$ cat src/sv/s38i_pkg.sv
// Shared types and constants for the Simpson 3/8 integrator.
package s38i_pkg;

  // Payload widths
  localparam int unsigned BoundW = 24;
  localparam int unsigned CountW = 13;
  localparam int unsigned AreaW  = 27;

  // Shared divider geometry
  localparam int unsigned DivW    = 64;
  localparam int unsigned DivQW   = 27;
  localparam int unsigned DivCntW = 5;

  // Saturation limits of the Q2.24 result
  localparam logic signed [AreaW-1:0] AreaMax = {1'b0, {(AreaW-1){1'b1}}};
  localparam logic signed [AreaW-1:0] AreaMin = {1'b1, {(AreaW-1){1'b0}}};

  typedef struct packed {
    logic signed [BoundW-1:0] lower_bound;
    logic signed [BoundW-1:0] upper_bound;
    logic [CountW-1:0]        interval_count;
  } in_item_t;

  typedef struct packed {
    logic signed [AreaW-1:0] area;
    logic                    bad_count;
  } out_item_t;

  // Which division the shared divider runs
  typedef enum logic [1:0] {
    DIV_N,
    DIV_F,
    DIV_A
  } div_sel_e;

  typedef struct packed {
    logic     load;
    logic     div_start;
    div_sel_e div_sel;
    logic     save_step;
    logic     square;
    logic     accum;
    logic     mul_lo;
    logic     mul_hi;
    logic     publish;
    logic     pub_zero;
  } cmd_t;

  typedef struct packed {
    logic zero_count;
    logic more_samples;
    logic div_busy;
  } sts_t;

endpackage

$ cat src/sv/s38i_ctrl.sv
// Controller: sequences one job through the datapath and owns the handshakes.
module s38i_ctrl (
  input  logic           clk_i,
  input  logic           rst_ni,
  input  logic           in_valid_i,
  output logic           in_ready_o,
  output logic           out_valid_o,
  input  logic           out_ready_i,
  input  s38i_pkg::sts_t sts_i,
  output s38i_pkg::cmd_t cmd_o
);

  typedef enum logic [3:0] {
    S_IDLE,
    S_DIVN,
    S_DIVN_RUN,
    S_SQ,
    S_DIVF,
    S_DIVF_RUN,
    S_ACC,
    S_MUL_LO,
    S_MUL_HI,
    S_DIVA,
    S_DIVA_RUN,
    S_PUB,
    S_ZERO
  } state_e;

  state_e state_q, state_d;
  logic   out_valid_q, out_valid_d;
  logic   slot_free;

  assign slot_free  = !out_valid_q || out_ready_i;
  assign in_ready_o = state_q == S_IDLE;

  // Commands and next state
  always_comb begin
    cmd_o       = '0;
    cmd_o.div_sel = s38i_pkg::DIV_N;
    state_d     = state_q;
    out_valid_d = out_valid_q && !out_ready_i;
    case (state_q)
      S_IDLE: begin
        if (in_valid_i) begin
          cmd_o.load = 1'b1;
          state_d    = sts_i.zero_count ? S_ZERO : S_DIVN;
        end
      end
      S_DIVN: begin
        cmd_o.div_start = 1'b1;
        state_d         = S_DIVN_RUN;
      end
      S_DIVN_RUN: begin
        if (!sts_i.div_busy) begin
          cmd_o.save_step = 1'b1;
          state_d         = S_SQ;
        end
      end
      S_SQ: begin
        cmd_o.square = 1'b1;
        state_d      = S_DIVF;
      end
      S_DIVF: begin
        cmd_o.div_sel   = s38i_pkg::DIV_F;
        cmd_o.div_start = 1'b1;
        state_d         = S_DIVF_RUN;
      end
      S_DIVF_RUN: begin
        cmd_o.div_sel = s38i_pkg::DIV_F;
        if (!sts_i.div_busy) begin
          state_d = S_ACC;
        end
      end
      S_ACC: begin
        cmd_o.accum = 1'b1;
        state_d     = sts_i.more_samples ? S_SQ : S_MUL_LO;
      end
      S_MUL_LO: begin
        cmd_o.mul_lo = 1'b1;
        state_d      = S_MUL_HI;
      end
      S_MUL_HI: begin
        cmd_o.mul_hi = 1'b1;
        state_d      = S_DIVA;
      end
      S_DIVA: begin
        cmd_o.div_sel   = s38i_pkg::DIV_A;
        cmd_o.div_start = 1'b1;
        state_d         = S_DIVA_RUN;
      end
      S_DIVA_RUN: begin
        cmd_o.div_sel = s38i_pkg::DIV_A;
        if (!sts_i.div_busy) begin
          state_d = S_PUB;
        end
      end
      S_PUB: begin
        cmd_o.div_sel = s38i_pkg::DIV_A;
        if (slot_free) begin
          cmd_o.publish = 1'b1;
          out_valid_d   = 1'b1;
          state_d       = S_IDLE;
        end
      end
      S_ZERO: begin
        if (slot_free) begin
          cmd_o.publish  = 1'b1;
          cmd_o.pub_zero = 1'b1;
          out_valid_d    = 1'b1;
          state_d        = S_IDLE;
        end
      end
      default: state_d = S_IDLE;
    endcase
  end

  // State and output valid
  always_ff @(posedge clk_i or negedge rst_ni) begin
    if (!rst_ni) begin
      state_q     <= S_IDLE;
      out_valid_q <= 1'b0;
    end else begin
      state_q     <= state_d;
      out_valid_q <= out_valid_d;
    end
  end

  assign out_valid_o = out_valid_q;

  // A result is only written into a free output slot
  a_pub_free: assert property (@(posedge clk_i) disable iff (!rst_ni)
    cmd_o.publish |-> slot_free)
    else $error("result published over a pending transaction");

  // One job at a time
  a_one_job: assert property (@(posedge clk_i) disable iff (!rst_ni)
    (in_valid_i && in_ready_o) |=> !in_ready_o)
    else $error("input taken while a job is running");

  // Divider never restarted while busy
  a_div_start: assert property (@(posedge clk_i) disable iff (!rst_ni)
    cmd_o.div_start |-> !sts_i.div_busy)
    else $error("divider started while busy");

  // Divider only runs in a wait state
  a_div_wait: assert property (@(posedge clk_i) disable iff (!rst_ni)
    sts_i.div_busy |-> (state_q == S_DIVN_RUN || state_q == S_DIVF_RUN ||
                        state_q == S_DIVA_RUN))
    else $error("divider busy outside a wait state");

endmodule

$ cat config.mk
export PLATFORM = sky130hd
export DESIGN_NAME = s38i_ctrl
export DESIGN_NICKNAME = d
export VERILOG_FILES = /design/src/sv/s38i_pkg.sv /design/src/sv/s38i_ctrl.sv
export SDC_FILE = /design/constraint.sdc
export NUM_CORES = 1
export LEC_CHECK = 0
export ABC_CLOCK_PERIOD_IN_PS = 1700
export BUFFER_PORTS_ARGS = -buffer_cell sky130_fd_sc_hd__clkbuf_2
export CORE_AREA = 2 2 39 41
export DETAILED_ROUTE_END_ITERATION = 10
export DIE_AREA = 0 0 41 43
export PLACE_DENSITY = 0.66
export SLEW_MARGIN = 20
export SYNTH_ARGS = -nofsm -noshare
export SYNTH_HDL_FRONTEND = slang
export SYNTH_SLANG_ARGS = --single-unit
$ cat constraint.sdc
create_clock -name clk_i -period 1.7 [get_ports clk_i]
set_clock_uncertainty 0.1 [all_clocks]
set_input_delay 0.255 -clock clk_i [delete_from_list [all_inputs] [get_ports clk_i]]
set_output_delay 0.255 -clock clk_i [all_outputs]
set_load 0.02 [all_outputs]
==> metrics.md <==
| Metric | Value |
|---|---|
| Largest family of logic cells by synthesized area | simple AND/OR/NAND/NOR gates |
| Number of global-route vias before repair | 577 |
| DR WL/cell | 15.6 µm |
| Tightest Pin Transition | 0.399 ns |
| Synthesized instance count | 62 |
| Clock root cell | clkbuf_4 |
| RePlAce Congestion | 0.807 |
| Routed vias | 626 |
| Fin. Hold Viols | 0 |
| Fillers | 112 |
| Hold_ws | 0.261 ns |
| RSZ-0062 raised after global routing | true |
| Vias/cell | 5.44 |
| Boundary Pins | 20 |
| Cell count after placement | 97 |
| Largest net degree at the start of global routing | 9 |
| Power Dens Cells | 2050 mW/mm² |
| Setup TNS | -0.231 ns |
| Multiplexer area fraction after synthesis | 0.0551 |
| Worst EP required | 1.34 ns |
| Synthesis warning total | 0 |
| Synthesized area per cell | 7.69 µm² |
| Distinct cells, synth | 29 |
| Clock-pin slew on the worst setup and hold paths | 0.05 ns |
| Number of max-cap violations | 0 |
| Row cnt | 14 |
| Die Area | 0.00176 mm² |
| Initial Util | 0.344 |
| Chip width | 41 µm |
| Core Util, Final | 0.624 |
| Vert. Die Dim | 43 µm |
| Area grow syn2layout | 81.1% |
| Footprint of the multi-input gates | 384 µm² |
| First-pass GRT wire length | 2400 µm |
| Setup crit end kind | output pin |
| CTS tree | done |
| Highest clock rate | 0.569 GHz |
| Critical Path AT | 1.40 ns |
| Leading post-synthesis cells by cell area | dfrtp_1, nor2_1, nand2b_1, a21oi_1, a32o_1 |
| Fraction of the mapped netlist area in compound gates | 0.199 |
| Critical-path cell list | buf_4, buf_4, nand2_2, nor2_2, clkbuf_4 |
| CP Class | register to output pin |
| Initial DRC count | 27 |
| Ant diodes | 0 |
| Clock Path Buffers | 2 |
| Mapped Area | 477 µm² |
| Cell taking the most area after synthesis | dfrtp_1 |
| Crit Path Max Fanout | 6 |
| Final std cells w/o fill | 115 |
| Critical Path Most Common Cell | buf_4 |
| Dpl ws | 0.0829 ns |
| Crit-path slowest cell | dfrtp_2 |
| Failing checks | negative setup slack |
| Initial antenna violation count | 0 |
| Slew headroom | 0.734 |
| Sequential-to-total area share from yosys stat | 0.262 |
| CTS Buf Count | 3 |
| Worst skew pair latency | 0.25 ns |
| Final period util | 1.03 |
| Minimum clock period | 1.76 ns |
| DRC | 0 |
| Dpl hpwl | 983 µm |
| Nets | 107 |
| Min setup slack post-route | -0.0569 ns |
| Congestion Overflow GR | 0 |
| Synth Area in XOR/XNOR | 0 |
| # port buffers | 19 |
| Worst hold path class | input port to async pin |
| Peak supply drop | 0.000773 V |
| Register area | 130 µm² |
| Total GRT Usage | 0.204 |
| Number of clock sinks | 5 |
| TritonRoute pass-1 iters | 4 |
| Core Box Area | 0.00138 mm² |
| Post-synthesis simple-gate area fraction | 0.370 |
| Synth Area in Adders | 0 |
| Post-synth top area share | 0.262 |
| Slowest stage delay, CP | 0.43 ns |
| Share of cells above drive strength 1 | 0.667 |
| Status | finished, violations left |
| LEAKAGE | 0.418 nW |
| CTS H-Tree Depth | 1 |
| Setup violators final | 6 |
| Antenna viol nets, final | 0 |
| Final wirelength | 1800 µm |
| Slew Limit Fails | 0 |
| Mapped Nets | 69 |
| Crit path launch type | register |
| Seq cells post-synth | 5 |
## cell families after synthesis
group           Yosys count
simple gates             31
flops                     5
compound gates           14
buf+inv                  10
mux                       2
## sequential cells by signal, indices dropped and copies added (netlist names)
name,cells
state_q,4
out_valid_o,1
## cells in the mapped netlist, drive strengths merged
cell type,instances
nor2,8
buf,6
dfrtp,5
a21oi,4
nand2,4
nand2b,4
o21ai,4
inv,3
nor3,3
nor4,3
a32o,2
mux2,2
nor2b,2
nor3b,2
a21boi,1
a31oi,1
and2,1
and3b,1
clkbuf,1
nand3,1
nand4b,1
o211ai,1
o31a,1
or3,1
## cell type report
class / count / share of cell area
Inverter: 3 / 0.0130
Clock buffer: 4 / 0.0304
Multi-Input combinational cell: 47 / 0.445
Sequential cell: 5 / 0.151
Tap cell: 16 / 0.0232
Timing Repair Buffer: 40 / 0.338
## path summary, 6_finish.rpt
check                                 start          end  slack (ns)  cells past startpoint
worst min-delay path                 rst_ni   state_q[1]        0.26                      2
worst min register to register   state_q[0]   state_q[1]        0.57                      2
max in group asynchronous            rst_ni   state_q[2]        1.07                      2
min in group clk_i              out_ready_i  out_valid_o        0.28                      3
worst max-delay path             state_q[1]     cmd_o[3]       -0.06                      5
worst max register to register   state_q[1]   state_q[3]        0.05                      5
## repair_timing
item | CTS | global route
endpoints found under the hold margin | 5 | 0
pin swaps | 1 | 3
buffers inserted | 12 | 1
resized for setup | 17 | 21
setup endpoints to repair | 9 | 11
hold buffers | 1 | 0
## worst max-delay path: cells and delay by family, from the launching register on
| kind | cells | cell delay [ns] |
|---|---|---|
| buf+inv | 3 | 0.50 |
| flops | 1 | 0.43 |
| simple gates | 2 | 0.21 |
## report_power, final
group          switching (W)  internal [W]
sequential         0.0000873      0.000183
combinational       0.000671      0.000674
clock              0.0000620     0.0000896
total               0.000820      0.000947
## cell usage in the layout (no fill, tap or decap), types with 2 or more instances in the layout
cell type	instances
nand2_1	3
clkbuf_2	9
dfrtp_2	4
nand2b_4	3
nor4_2	2
buf_4	22
nor2_1	6
nor3_2	3
nor2_2	2
inv_1	3
clkbuf_4	4
buf_2	3
nor2b_1	2
o21ai_0	3
a21oi_1	4
a32o_1	2
buf_6	3
## stage by stage
step           power (W)  cell area, µm²
2_1_floorplan   0.000915             504
3_3_place_gp     0.00113             629
3_5_place_dp     0.00115             629
4_1_cts          0.00157             805
5_1_grt          0.00187             863
6_report         0.00177             863
## metal layers
layer | GRT usage | up-vias | routed length (µm)
met4 | 0.100 | 0 | 39
met1 | 0.192 | 304 | 665
met3 | 0.0524 | 7 | 79
met5 | 0 | - | 0
met2 | 0.369 | 24 | 1020
li1 | - | 291 | -
Note: power is estimated with default switching activity, not from simulation.
